`src/sv/cmb_pkg.sv`:
```
package cmb_pkg;

    // Field and register widths
    localparam int C_BASE_W     = 2;
    localparam int C_MIN_W      = 32;
    localparam int C_BUCKET_W   = 10;
    localparam int C_KMER_W     = 6;
    localparam int C_PREFIX_W   = 4;
    localparam int C_PFX_EFF_W  = 5;
    localparam int C_CFG_IDX_W  = 2;
    localparam int C_CFG_DATA_W = 6;

    // Default sizes
    localparam int C_MAX_PREFIX  = 8;
    localparam int C_NUM_BUCKETS = 1020;

    // Register indexes
    localparam logic [C_CFG_IDX_W-1:0] CFG_KMER_LEN   = 2'd0;
    localparam logic [C_CFG_IDX_W-1:0] CFG_PREFIX_LEN = 2'd1;

    // Input beat
    typedef struct packed {
        logic [C_BASE_W-1:0] base;
    } t_in_beat;

    // Result beat
    typedef struct packed {
        logic [C_MIN_W-1:0]    minimizer;
        logic [C_BUCKET_W-1:0] bucket;
        logic                  too_short;
    } t_out_beat;

    // Settings handed from the register block to the core
    typedef struct packed {
        logic [C_KMER_W-1:0]    kmer_len;
        logic [C_PFX_EFF_W-1:0] prefix;    // clamped to 1..MAX_PREFIX
        logic                   clear;     // a register was written
    } t_cfg;

endpackage

```
`src/sv/cmb_kmer_core.sv`:
```
module cmb_kmer_core
    import cmb_pkg::*;
#(
    parameter int MAX_PREFIX = C_MAX_PREFIX
) (
    input  logic                i_clk,
    input  logic                i_rst_n,
    input  t_cfg                i_cfg,
    input  logic                i_step,
    input  logic [C_BASE_W-1:0] i_base,
    output logic                o_emit,
    output t_out_beat           o_res
);

    localparam int SLOTS = 2 * MAX_PREFIX;
    localparam int WIN_W = 2 * SLOTS;
    localparam int WLN_W = C_PFX_EFF_W + 1;
    localparam int EXT_W = WIN_W + C_BUCKET_W;

    logic [WIN_W-1:0]    r_fwd, r_rev, r_best;
    logic [C_KMER_W-1:0] r_count;
    logic [WIN_W-1:0]    n_fwd, n_rev, n_best;
    logic [C_KMER_W-1:0] n_count;

    logic [WIN_W-1:0]     fwd_shift, rev_shift, min_a, min_b, pre;
    logic [WLN_W-1:0]     win_len;
    logic [EXT_W-1:0]     pre_ext;
    logic [WIN_W+C_MIN_W-1:0] best_ext;
    logic                 too_short;

    assign win_len   = {i_cfg.prefix, 1'b0};
    assign n_count   = r_count + C_KMER_W'(1);
    assign too_short = i_cfg.kmer_len < win_len;
    assign o_emit    = n_count >= i_cfg.kmer_len;

    // Shift the new base into both strands, dropping slots past the window
    assign fwd_shift = {r_fwd[WIN_W-3:0], i_base};
    assign rev_shift = {2'b00, r_rev[WIN_W-1:2]};

    always_comb begin
        for (int j = 0; j < SLOTS; j++) begin
            n_fwd[2*j +: 2] = (WLN_W'(j) < win_len) ? fwd_shift[2*j +: 2] : 2'b00;
            n_rev[2*j +: 2] = (WLN_W'(j) == win_len - WLN_W'(1)) ? ~i_base
                                                                  : rev_shift[2*j +: 2];
        end
    end

    // Running minimum over both strands once the window is full
    assign min_a = (n_fwd < r_best) ? n_fwd : r_best;
    assign min_b = (n_rev < min_a) ? n_rev : min_a;
    assign n_best = (n_count >= win_len) ? min_b : r_best;

    // Bucket: minimizer prefix, saturated
    assign pre      = n_best >> win_len;
    assign pre_ext  = {{C_BUCKET_W{1'b0}}, pre};
    assign best_ext = {{C_MIN_W{1'b0}}, n_best};

    always_comb begin
        if (too_short) begin
            o_res.minimizer = '0;
            o_res.bucket    = '0;
            o_res.too_short = 1'b1;
        end else begin
            o_res.minimizer = best_ext[C_MIN_W-1:0];
            o_res.too_short = 1'b0;
            if (pre_ext > EXT_W'(C_NUM_BUCKETS - 1)) begin
                o_res.bucket = C_BUCKET_W'(C_NUM_BUCKETS - 1);
            end else begin
                o_res.bucket = pre_ext[C_BUCKET_W-1:0];
            end
        end
    end

    // Advance the k-mer state; drop it at the end of a k-mer or on a register write
    always_ff @(posedge i_clk) begin
        if (!i_rst_n || i_cfg.clear || (i_step && o_emit)) begin
            r_fwd   <= '0;
            r_rev   <= '0;
            r_best  <= '1;
            r_count <= '0;
        end else if (i_step) begin
            r_fwd   <= n_fwd;
            r_rev   <= n_rev;
            r_best  <= n_best;
            r_count <= n_count;
        end
    end

endmodule
```
`config.mk`:
```
export PLATFORM = sky130hd
export DESIGN_NAME = cmb_kmer_core
export DESIGN_NICKNAME = d
export VERILOG_FILES = /design/src/sv/cmb_pkg.sv /design/src/sv/cmb_kmer_core.sv
export SDC_FILE = /design/constraint.sdc
export NUM_CORES = 1
export LEC_CHECK = 0
export BUFFER_PORTS_ARGS = -buffer_cell sky130_fd_sc_hd__buf_2
export CORE_MARGIN = 2
export CORE_UTILIZATION = 45
export CTS_CLUSTER_SIZE = 14
export DETAILED_ROUTE_END_ITERATION = 10
export SLEW_MARGIN = 40
export SYNTH_ARGS = -nofsm -noshare
export SYNTH_HDL_FRONTEND = slang
export SYNTH_SLANG_ARGS = --single-unit
```
`constraint.sdc`:
```
create_clock -name i_clk -period 22.6 [get_ports i_clk]
set_clock_uncertainty 0.2 [all_clocks]
set_input_delay 2.26 -clock i_clk [delete_from_list [all_inputs] [get_ports i_clk]]
set_output_delay 2.26 -clock i_clk [all_outputs]
set_load 0.01 [all_outputs]
```
==> metrics.txt <==
Initial Utilization 45.6%; RSZ-0062 raised after global routing false; mux cell area share after synthesis 11.8%; Compound-Gate Fraction of Synth Area about a quarter; Worst R2R Start r_fwd[21]; vias per std cell 6.49; Core Footprint 20900 um^2; register area share after synthesis 20.6%; area share of fa/ha/maj cells after synthesis 10.4%; Post-CTS Resized 0; initial DRC count around 1200; setup TNS 0 ns; Post-Syn Area 9520 um^2; FILL cells 2169; hold crit path type register to register; Yosys warning count 0; status finished, final reports clean; die area 22300 um^2; initial antenna violation count 0; detailed placer's ending HPWL about 29 mm; DR pass1 iterations 6; GRT Util Overall around a third; ant diodes 0; CP endpoint o_res[1]; Clock transition at path regs 0.07 ns; PwrDens around 45 nW/um^2; # Max-Cap Violations 0; Levels on crit path 32; CP bufs+invs 7; XOR/XNOR share of the synthesized area less than 1%; worst vdd ir 0.0369 mV; worst stage delay on the critical path 0.59 ns; largest family of logic cells by synthesized area compound AO/OA/AOI/OAI gates; # setup viols final 0; synthesized net count about 1400; design area 10300 um^2; Cell variety after synth around 100; cells after synthesis 1254; Sink Count 98; grt total ovfl 0; CTS Buf Count 9; number of synthesized flops with an enable pin 0; area of the multi-input gates 7030 um^2; CP startpoint i_cfg[1]; placed cell area around 10000 um^2; layout net count 1366; critical path class primary input to output pin; worst reg2reg path depth 22; via count 10100; # Post-CTS Setup Buffers 0; FFs w/ async S/R, synth 0%; layout cells sized above 1 around 12%; Final period util 61.0%; Crit path required time 20.14 ns; syn avg cell area around 7.6 um^2; residual DRC count 0; Area growth, synth to finish 8.18%; Worst Tran Pin Value 0.913 ns; Crit. End Element output pin; WP data arrival 11.33 ns; CTS tree built; IO Pins 61; GP Congestion between 1 and 1.5; clk buf depth 2; CTS Hold Bufs 0; FF+latch count, synth 98; Peak Freq 72.5 MHz; crit-path max FO 33; largest net degree at the start of global routing 71; RR Endpoint r_best[30]; row count 53; clock latency on the worst-skew pair 0.36 ns; WL final 38.1 mm; flop2flop setup slack about 16 ns; Leak Pwr 4.76 nW; wire per inst 24.6 um; clk root buf clkbuf_16; DIE HEIGHT roughly 150 um; Critical Path Start Type primary input; Crit path max-delay family simple AND/OR/NAND/NOR gates; Slew Limit Headroom between 30 and 40%; first-pass GRT wire length 57.7 mm; htree depth 3; min cycle time layout roughly 14 ns; Post-synth top flop dfxtp_1; Reg area 1960 um^2; Die X 149 um; vias in the first global route 9476; Antenna Nets Post-Route 0; IO Port Bufs 60; Final Hold Fails 0; slowest CP cell nor2_1; max-slew violations 0; post-synthesis simple-gate area fraction 25.3%
where the power goes:
part	total, mW	internal [mW]	switching (mW)
registers	0.176	0.174	0.00172
logic	0.134	0.0428	0.0915
clock network	0.151	0.0784	0.0724
worst min path at each step:
stage	startpoint	to	slack (ns)	cells past startpoint
global placement	r_fwd[25]	r_fwd[25]	0.27	2
floorplan	r_fwd[0]	r_fwd[0]	0.25	2
CTS	r_fwd[0]	r_fwd[0]	0.29	2
detailed placement	r_fwd[8]	r_fwd[8]	0.27	2
global route	r_fwd[8]	r_fwd[8]	0.31	2
finish	r_fwd[8]	r_fwd[8]	0.29	2
cell usage in the layout (no fill, tap or decap), types with 8 or more instances in the layout:
| cell | instances |
|---|---|
| o22ai_1 | 10 |
| nand2_1 | 129 |
| and2_1 | 27 |
| a21oi_1 | 71 |
| nor2_1 | 162 |
| mux2i_1 | 96 |
| clkbuf_16 | 9 |
| and3_1 | 9 |
| ha_1 | 79 |
| o2111ai_1 | 8 |
| nand4_1 | 19 |
| and4_1 | 8 |
| buf_4 | 20 |
| or3_1 | 10 |
| nand3_1 | 37 |
| o211ai_1 | 24 |
| o21a_1 | 10 |
| buf_2 | 59 |
| inv_1 | 49 |
| o21ai_0 | 59 |
| nor3_1 | 26 |
| a31oi_1 | 16 |
| nand2b_1 | 9 |
| nor2b_1 | 16 |
| a211oi_1 | 12 |
| dfxtp_1 | 98 |
| a21o_1 | 13 |
| a221oi_1 | 8 |
flip-flops by register name (all words and copies together) (netlist names):
signal	flops
r_best	32
r_count	6
r_rev	30
r_fwd	30
cell type report:
class / instances / share of cell area (%)
inverters: 54 / 1.99
flip-flops and latches: 98 / 19.1
well taps: 275 / 3.34
clock buffers: 11 / 2.36
clock inverters: 5 / 0.377
multi-input cells: 1026 / 68.3
repair buffers: 81 / 4.55
through the flow:
stage	hold WS [ns]	util (%)	setup slack, ns	power [mW]	std cells
floorplan	0.246	-	10.81	0.265	1254
global placement	0.265	47.8	8.58	0.310	1531
detailed placement	0.274	47.9	8.77	0.310	1534
CTS	0.291	49.3	8.74	0.461	1550
global route	0.309	49.3	8.30	0.480	1550
finish	0.287	49.3	8.81	0.461	1550
cells in the mapped netlist (13+ instances only):
library cell,count,area (um^2)
dfxtp_1,98,1960
ha_1,79,988
o21ai_0,59,295
mux2i_1,96,961
inv_1,49,184
nor2b_1,16,100
o211ai_1,24,180
a31oi_1,17,106
a211oi_1,13,97.6
nor3_1,26,130
nor2_1,162,608
and2_1,27,169
a21o_1,13,97.6
clkbuf_1,52,195
nand2_1,129,484
nand3_1,37,185
a21oi_1,71,355
nand4_1,19,119
worst min-delay path: stages, from the launching register on:
cell,delay (ns)
dfxtp_1,0.32
mux2i_1,0.06
nor2_1,0.07
metal layers:
layer / wire length, um / up-vias / global-route usage, %
met4: 1350 / 0 / 12.2
met3: 3700 / 88 / 7.04
met2: 16500 / 525 / 51.3
li1: - / 4666 / -
met5: 0 / - / 0
met1: 16600 / 4788 / 48.3
cell families after synthesis:
group / after synthesis
compound gates: 338
xor+xnor: 10
fa+ha+maj: 79
buf+inv: 130
flops: 98
mux: 105
simple gates: 494
(Power assumes the default switching activity.)
