===== config.mk =====
export PLATFORM = sky130hd
export DESIGN_NAME = cmb_cfg_regs
export DESIGN_NICKNAME = d
export VERILOG_FILES = /design/src/sv/cmb_pkg.sv /design/src/sv/cmb_cfg_regs.sv
export SDC_FILE = /design/constraint.sdc
export NUM_CORES = 1
export LEC_CHECK = 0
export BUFFER_PORTS_ARGS = -buffer_cell sky130_fd_sc_hd__buf_2
export CAP_MARGIN = 20
export CORE_AREA = 2 2 39 41
export DETAILED_ROUTE_END_ITERATION = 10
export DIE_AREA = 0 0 41 43
export GPL_ROUTABILITY_DRIVEN = 0
export HOLD_SLACK_MARGIN = 0.06
export PLACE_DENSITY_LB_ADDON = 0.15
export SLEW_MARGIN = 20
export SYNTH_ARGS = -nofsm -noshare
export SYNTH_HDL_FRONTEND = slang
export SYNTH_SLANG_ARGS = --single-unit

===== constraint.sdc =====
create_clock -name i_clk -period 0.8 [get_ports i_clk]
set_input_delay 0.04 -clock i_clk [delete_from_list [all_inputs] [get_ports i_clk]]
set_output_delay 0.04 -clock i_clk [all_outputs]
set_load 0.05 [all_outputs]

===== src/sv/cmb_pkg.sv =====
package cmb_pkg;

    // Field and register widths
    localparam int C_BASE_W     = 2;
    localparam int C_MIN_W      = 32;
    localparam int C_BUCKET_W   = 10;
    localparam int C_KMER_W     = 6;
    localparam int C_PREFIX_W   = 4;
    localparam int C_PFX_EFF_W  = 5;
    localparam int C_CFG_IDX_W  = 2;
    localparam int C_CFG_DATA_W = 6;

    // Default sizes
    localparam int C_MAX_PREFIX  = 8;
    localparam int C_NUM_BUCKETS = 1020;

    // Register indexes
    localparam logic [C_CFG_IDX_W-1:0] CFG_KMER_LEN   = 2'd0;
    localparam logic [C_CFG_IDX_W-1:0] CFG_PREFIX_LEN = 2'd1;

    // Input beat
    typedef struct packed {
        logic [C_BASE_W-1:0] base;
    } t_in_beat;

    // Result beat
    typedef struct packed {
        logic [C_MIN_W-1:0]    minimizer;
        logic [C_BUCKET_W-1:0] bucket;
        logic                  too_short;
    } t_out_beat;

    // Settings handed from the register block to the core
    typedef struct packed {
        logic [C_KMER_W-1:0]    kmer_len;
        logic [C_PFX_EFF_W-1:0] prefix;    // clamped to 1..MAX_PREFIX
        logic                   clear;     // a register was written
    } t_cfg;

endpackage


===== src/sv/cmb_cfg_regs.sv =====
module cmb_cfg_regs
    import cmb_pkg::*;
#(
    parameter int MAX_PREFIX = C_MAX_PREFIX
) (
    input  logic                    i_clk,
    input  logic                    i_rst_n,
    input  logic                    i_cfg_we,
    input  logic [C_CFG_IDX_W-1:0]  i_cfg_idx,
    input  logic [C_CFG_DATA_W-1:0] i_cfg_data,
    output t_cfg                    o_cfg
);

    logic [C_KMER_W-1:0]    r_kmer_len;
    logic [C_PREFIX_W-1:0]  r_prefix_len;
    logic [C_PFX_EFF_W-1:0] prefix_ext;
    logic                   hit;

    // Decode the register index
    always_comb begin
        hit = 1'b0;
        if (i_cfg_we) begin
            unique case (i_cfg_idx)
                CFG_KMER_LEN:   hit = 1'b1;
                CFG_PREFIX_LEN: hit = 1'b1;
                default:        hit = 1'b0;
            endcase
        end
    end

    // Hold the register values
    always_ff @(posedge i_clk) begin
        if (!i_rst_n) begin
            r_kmer_len   <= C_KMER_W'(31);
            r_prefix_len <= C_PREFIX_W'(4);
        end else if (i_cfg_we) begin
            if (i_cfg_idx == CFG_KMER_LEN) begin
                r_kmer_len <= i_cfg_data[C_KMER_W-1:0];
            end
            if (i_cfg_idx == CFG_PREFIX_LEN) begin
                r_prefix_len <= i_cfg_data[C_PREFIX_W-1:0];
            end
        end
    end

    // Clamp the prefix length to 1..MAX_PREFIX
    assign prefix_ext = {1'b0, r_prefix_len};

    always_comb begin
        o_cfg.kmer_len = r_kmer_len;
        o_cfg.clear    = hit;
        priority if (prefix_ext == '0) begin
            o_cfg.prefix = C_PFX_EFF_W'(1);
        end else if (prefix_ext > C_PFX_EFF_W'(MAX_PREFIX)) begin
            o_cfg.prefix = C_PFX_EFF_W'(MAX_PREFIX);
        end else begin
            o_cfg.prefix = prefix_ext;
        end
    end

endmodule


==> qor.yml, run 1 <==
root_buffer: "clkbuf_4"
fin_cells: 103
critical_path.top_delay_family: "flip-flops"
start_util_pct: 36.2
syn_inst: 52
final_antenna_net_count: 0
min-delay-path-class: "input pin to register"
fin_util_pct: 63.0
drv_slew: 0
antenna_found_initial: 0
synthesis.area_sq_um: 500
pwr_density_cell_nw_per_um2: 1550
dp_slack_ns: -0.0792
wl_mm: 1.10
grt_usage_pct: 15.2
antenna_cells: 0
p_leak_uw: 0.000414
period_minus_slack_ns: 1.08
rsz0062_at_grt: "true"
first_iter_violations: 2
yosys-top-cells-area: "dfxtp_1, mux2i_1, nand4bb_1"
finClkSkew_ns: 0
clockBufferDepth: 2
slowest_delay_ns: 0.32
dieHeight_microns: 43
viasPerCell: 4.50
layout_setup_ws_ns: -0.285
worst_path_max_delay_cell: "dfxtp_2"
nets: 99
htreeDepth: 1
violations: "setup timing"
dr.pass1.iters: 3
yosys_warnings: 0
ioPinCount: 23
hold_viol: 0
grt_overflow: 0
layout-drive-gt1-share_pct: 58.6
max_freq_ghz: 0.922
critical_path.endpoint_type: "output port"
finalSetupTns_ns: -0.863
io_buffers: 21
avgSynthCellArea_sq_um: 9.62
post-dp-hpwl_microns: 790
min_period_over_period_pct: 136
outcome: "complete, but fails checks"
irDropWorstVdd_mv: 1.10
maxCapViolCount: 0
clk_pin_slew_worst_paths_ns: 0.07
cp.required_ns: 0.76
drc_errors: 0
cp_max_fo: 2
syn-num-nets: 63
path_buf_inv: 1
grt_pass1_vias: 438
cts_tree: "yes"
core_sq_um: 1380
worst_hold_slack_ns: 0.0671
cp.arrival_ns: 1.04
synth_top_area_cell: "dfxtp_1"
seq_area_frac_synth_pct: 40.0
cts_made_buffers: 3
setup_viol: 4
syn_to_final_growth_pct: 74.2
vias: 464
yosysUniqueCellTypes: 17
critical_path_class: "register to output port"
std_cell_rows: 14
chipWidth_microns: 41
clkLatencyLatePin_ns: 0.26
crit_chain: "o21ba_4 > nor2_4 > buf_6"
grt_pass1_wl_mm: 1.81
cp-start-kind: "register"
synth_top_area_share_pct: 40.0
post_drt_wl_per_cell_microns: 10.7
synth-seq-cells: 10
dp_cells: 92
clock-sinks: 10
grt_max_degree: 8
die-area_sq_um: 1760
-- worst paths after layout --
check | slack (ns) | startpoint | cells after the start | end
worst max-delay path | -0.28 | r_prefix_len[1] | 3 | o_cfg[1]
worst min-delay path | 0.07 | i_rst_n | 3 | r_kmer_len[5]
worst max register to register | 0.09 | r_kmer_len[1] | 3 | r_kmer_len[1]
worst min register to register | 0.47 | r_prefix_len[0] | 2 | r_prefix_len[0]
-- flip-flops by register name (all words and copies together) (netlist names) --
name and cells:
r_prefix_len 4, r_kmer_len 6
-- cell usage in the layout (no fill, tap or decap) --
| master | netlist | final |
|---|---|---|
| buf_2 | 1 | 12 |
| buf_4 | 2 | 10 |
| nand2_1 | 8 | 8 |
| dfxtp_2 | 0 | 8 |
| mux2i_1 | 6 | 6 |
| dlygate4sd3_1 | 0 | 5 |
| buf_8 | 0 | 5 |
| inv_1 | 4 | 4 |
| nand4bb_1 | 4 | 4 |
| o211ai_1 | 4 | 4 |
| buf_6 | 1 | 4 |
| clkbuf_4 | 0 | 3 |
| nor2b_4 | 0 | 2 |
| nor2b_1 | 5 | 2 |
| o21ba_4 | 0 | 1 |
| nor2_4 | 0 | 1 |
| and2b_2 | 1 | 1 |
| and3b_1 | 1 | 1 |
| nor3b_4 | 1 | 1 |
| nor2b_2 | 0 | 1 |
| conb_1 | 1 | 1 |
| clkbuf_8 | 0 | 1 |
| dfxtp_1 | 10 | 1 |
| dfxtp_4 | 0 | 1 |
-- synthesized netlist by cell type --
master / n
nand2_1: 8
nor2_1: 1
nor3b_4: 1
o211ai_1: 4
mux2i_1: 6
nor2b_1: 5
nand4bb_1: 4
buf_6: 1
buf_4: 2
inv_1: 4
conb_1: 1
dfxtp_1: 10
and2b_2: 1
clkbuf_1: 1
and3b_1: 1
o21ba_2: 1
buf_2: 1
-- timing repair --
item | 4_1_cts | 5_1_grt
hold buffers | 5 | 0
setup endpoints to repair | 11 | 12
resized for setup | 23 | 6
buffers inserted | 0 | 2
hold endpoints to repair | 6 | 0
-- layout make-up --
type / instances / area [sq um]
tap: 16 / 20.0
clock buffer: 4 / 36.3
multi-input combinational: 33 / 282
inverter: 4 / 15.0
fill: 121 / 512
sequential: 10 / 214
timing repair buffer: 36 / 305
-- worst register-to-register path: stages, from the launching register on --
cell      delay (ns)
dfxtp_2         0.35
buf_4           0.11
inv_1           0.03
o211ai_1        0.15
-- logic make-up after synthesis --
family,synth area share (%)
flops,40.0
other cells,0.749
simple gates,29.2
mux,12.0
buf+inv,10.0
compound gates,8.00
-- per-stage QoR --
| stage | power, uW | area, sq um |
|---|---|---|
| CTS | 1350 | 836 |
| global route | 1430 | 872 |
| global placement | 825 | 681 |
| finish | 1350 | 872 |
| detailed placement | 825 | 681 |
| floorplan | 743 | 541 |
-- routing by layer --
layer  global-route usage [%]  wire length (microns)  vias to the layer above  part of all wire [%]
met5                        0                      0                        -                     0
met1                     20.8                    468                      208                    43
met2                     20.6                    534                       15                    49
li1                         -                      -                      239                     -
met3                     7.85                     88                        2                   8.0
met4                     4.00                      9                        0                  0.82
-- power breakdown --
part	total [uW]	switching (uW)	internal [uW]	leakage, uW
registers	540	20.2	520	0.0000809
clock network	467	191	276	0.0000210
logic	346	180	165	0.000312
Note: power is estimated with default switching activity, not from simulation.
==> run 2, diff against run 1 <==
==> constraint.sdc (replaced) <==
create_clock -name i_clk -period 0.8 [get_ports i_clk]
set_input_delay 0.04 -clock i_clk [delete_from_list [all_inputs] [get_ports i_clk]]
set_output_delay 0.04 -clock i_clk [all_outputs]
set_load 0.005 [all_outputs]
==> qor.yml, run 2 (synthesis gave the netlist of run 1 again) <==
final_antenna_net_count: 0
grt_max_degree: 11
layout-drive-gt1-share_pct: 43.0
dr.pass1.iters: 3
ioPinCount: 23
wl_met1_microns: 436
cts_made_buffers: 3
grt_pass1_vias: 398
layout_setup_ws_ns: -0.204
max_freq_ghz: 0.996
rsz0062_at_grt: "true"
antenna_found_initial: 0
clkLatencyLatePin_ns: 0.26
grt_pass1_wl_mm: 1.63
grt_overflow: 0
wl_microns: 983
reg_top3: "r_kmer_len (6), r_prefix_len (4)"
period_minus_slack_ns: 1.00
chipWidth_microns: 41
highest_layer: "met4"
dieHeight_microns: 43
critical_path_class: "register to output port"
htreeDepth: 1
cp.arrival_ns: 0.96
setup_viol: 3
route.met2.wl_microns: 457
largest_reg_flops: 6
post-dp-hpwl_microns: 723
min-delay-path-class: "input pin to register"
p_leak_uw: 0.000330
first_iter_violations: 2
grt_usage_pct: 14.0
drv_slew: 0
outcome: "complete, but fails checks"
antenna_cells: 0
violations: "setup timing"
worst_hold_slack_ns: 0.0717
hold_viol: 0
layout_common_cells: "buf_2, nand2_1, dfxtp_1"
finalSetupTns_ns: -0.444
drc_errors: 0
io_buffers: 21
cp.required_ns: 0.76
min_period_over_period_pct: 125
cts_tree: "yes"
nets: 92
maxCapViolCount: 0
final_common_cell: "buf_2"
irDropWorstVdd_mv: 0.684
cp-start-kind: "register"
syn_to_final_growth_pct: 41.0
std_cell_rows: 14
root_buffer: "clkbuf_4"
die-area_sq_um: 1760
cp_max_fo: 2
pwr_density_cell_nw_per_um2: 1490
met3_length_microns: 61
top_register: "r_kmer_len"
clk_pin_slew_worst_paths_ns: 0.06
core_sq_um: 1380
viasPerCell: 4.67
start_util_pct: 36.2
vias: 444
clock-sinks: 10
critical_path.endpoint_type: "output port"
finClkSkew_ns: 0
clockBufferDepth: 2
post_drt_wl_per_cell_microns: 10.3
-- run 2: final timing paths --
kind / startpoint / to / slack, ns / depth (start not counted)
worst max register to register: r_prefix_len[2] / r_prefix_len[2] / 0.09 / 3
worst max-delay path: r_prefix_len[1] / o_cfg[1] / -0.20 / 3
worst min register to register: r_kmer_len[5] / r_kmer_len[5] / 0.46 / 2
worst min-delay path: i_rst_n / r_kmer_len[5] / 0.07 / 3
-- run 2: worst max-delay path: stages, from the launching register on --
cell and delay [ns]:
dfxtp_2 0.32, o21ba_2 0.20, nor2_1 0.07, buf_2 0.11
-- run 2: area by class of cell --
class,instances,area [sq um]
Fill cell,133,678
Clock buffer,3,22.5
Inverter,4,15.0
Multi-Input combinational cell,33,253
Sequential cell,10,206
Tap cell,16,20.0
Timing Repair Buffer,29,189
-- run 2: routing by layer --
layer,GRT usage [%],up-vias
li1,-,226
met1,16.2,199
met2,21.3,15
met3,3.14,4
met4,10.0,0
met5,0,-
-- run 2: per-stage QoR --
| stage | setup slack (ns) | instances | util (%) | cell area [sq um] | total power (uW) |
|---|---|---|---|---|---|
| 2_1_floorplan | 0.169 | 52 | - | 500 | 625 |
| 3_3_place_gp | -0.0462 | 87 | 44.3 | 613 | 694 |
| 3_5_place_dp | -0.0551 | 87 | 44.3 | 613 | 695 |
| 4_1_cts | -0.215 | 97 | 50.9 | 704 | 1060 |
| 5_1_grt | -0.249 | 95 | 51.0 | 706 | 1090 |
| 6_report | -0.204 | 95 | 51.0 | 706 | 1050 |
-- run 2: what timing repair did --
item,in CTS,in global routing
endpoints found under the setup margin,4,7
pin swaps,0,2
hold buffers,5,0
resized for setup,3,3
buffers inserted,2,0
endpoints found under the hold margin,6,0
-- run 2: power by group --
group | total [uW] | switching (uW) | internal, uW
combinational | 176 | 71.7 | 104
clock | 346 | 172 | 174
sequential | 528 | 10.7 | 517
total | 1050 | 254 | 795
==> run 3, diff against run 2 <==
Clock period 0.8 ns to 1.05 ns, I/O delays scaled along.
==> qor.yml, run 3 (synthesis gave the netlist of run 1 again) <==
vias: 430
std_cell_rows: 14
min_from: "i_cfg_data[2]"
min_to: "r_kmer_len[2]"
nets: 88
crit_start: "r_prefix_len[1]"
reg_top3: "r_kmer_len (6), r_prefix_len (4)"
clock-sinks: 10
layout_common_cells: "buf_2, dfxtp_1, nand2_1"
dr.pass1.iters: 2
core_sq_um: 1380
final_antenna_net_count: 0
post-dp-hpwl_microns: 750
clockBufferDepth: 2
irDropWorstVdd_mv: 0.574
io_buffers: 21
cts_made_buffers: 3
grt_usage_pct: 13.8
final_common_cell: "buf_2"
cp-start-kind: "register"
antenna_found_initial: 0
grt_pass1_wl_mm: 1.59
layout-drive-gt1-share_pct: 37.3
grt_overflow: 0
htreeDepth: 1
grt_pass1_vias: 402
chipWidth_microns: 41
worst_hold_slack_ns: 0.0666
holdPathStages: 3
syn_to_final_growth_pct: 32.0
n_fill_cell: 144
layout_setup_ws_ns: 0.0150
max_freq_ghz: 0.966
place_area_sq_um: 591
top_register: "r_kmer_len"
pwr_density_cell_nw_per_um2: 1170
clk_pin_slew_worst_paths_ns: 0.06
die-area_sq_um: 1760
antenna_cells: 0
cts_setup_buffers: 0
finClkSkew_ns: 0
first_iter_violations: 3
worst_r2r_endpoint: "r_prefix_len[3]"
ioPinCount: 23
setup_viol: 0
dp_slack_ns: 0.197
cp.arrival_ns: 0.98
fin_util_pct: 47.7
critical_path.endpoint_type: "output port"
hold_viol: 0
cp.required_ns: 1.00
critical_path_class: "register to output port"
wl_mm: 1.00
drc_errors: 0
clkLatencyLatePin_ns: 0.25
finish.instance_area_sq_um: 661
grt_max_degree: 16
drv_slew: 0
root_buffer: "clkbuf_4"
worst_path_max_delay_cell: "dfxtp_2"
min-delay-path-class: "input pin to register"
largest_reg_flops: 6
p_leak_uw: 0.000313
viasPerCell: 4.73
start_util_pct: 36.2
outcome: "finished clean"
cp_max_fo: 3
maxCapViolCount: 0
r2r_cells: 2
min_period_over_period_pct: 98.6
finalSetupTns_ns: 0
dieHeight_microns: 43
cts_tree: "yes"
r2r-start: "r_prefix_len[3]"
slowest_delay_ns: 0.33
crit_chain: "o21ba_4 > nor2_1 > buf_2"
post_drt_wl_per_cell_microns: 11.0
rsz0062_at_grt: "true"
r2r_setup_slack_ns: 0.40
period_minus_slack_ns: 1.04
-- run 3: per-stage QoR --
stage                     instances  total power (uW)
after global placement           84               521
after global routing             91               826
after CTS                        91               790
after floorplan                  52               476
final                            91               775
after detailed placement         84               522
-- run 3: layout make-up --
cell class / instances / area [sq um] / share of cell area, %
clock buffer: 3 / 22.5 / 3.41
tap: 16 / 20.0 / 3.03
multi-input combinational: 33 / 256 / 38.8
timing repair buffer: 25 / 145 / 22.0
inverter: 4 / 15.0 / 2.27
sequential: 10 / 201 / 30.5
-- run 3: critical path: cells and delay by family, from the launching register on --
family | cells | cell delay, ns
simple gates | 1 | 0.08
compound gates | 1 | 0.20
buf+inv | 1 | 0.11
flops | 1 | 0.33
-- run 3: what timing repair did --
action	CTS	global route
setup endpoints to repair	0	1
gates resized for setup	0	2
hold buffers	4	0
hold endpoints to repair	4	0
-- run 3: report_power, final --
part	internal, uW	total [uW]	switching, uW
clock	132	249	117
sequential	396	405	9.18
combinational	69.1	121	52.2
-- run 3: layer usage --
metal | share of wire, % | up-vias | global-route usage (%)
met5 | 0 | - | 0
li1 | - | 218 | -
met4 | 1.2 | 0 | 12.0
met3 | 6.8 | 2 | 3.14
met2 | 47 | 12 | 19.4
met1 | 45 | 198 | 16.6
-- run 3: worst max path at each step --
stage	end	slack (ns)	cells after the start
after floorplan	o_cfg[1]	0.41	2
after global placement	r_prefix_len[1]	0.21	3
after detailed placement	r_prefix_len[2]	0.20	3
after CTS	o_cfg[1]	0.0007	3
after global routing	o_cfg[1]	-0.02	3
final	o_cfg[1]	0.01	3
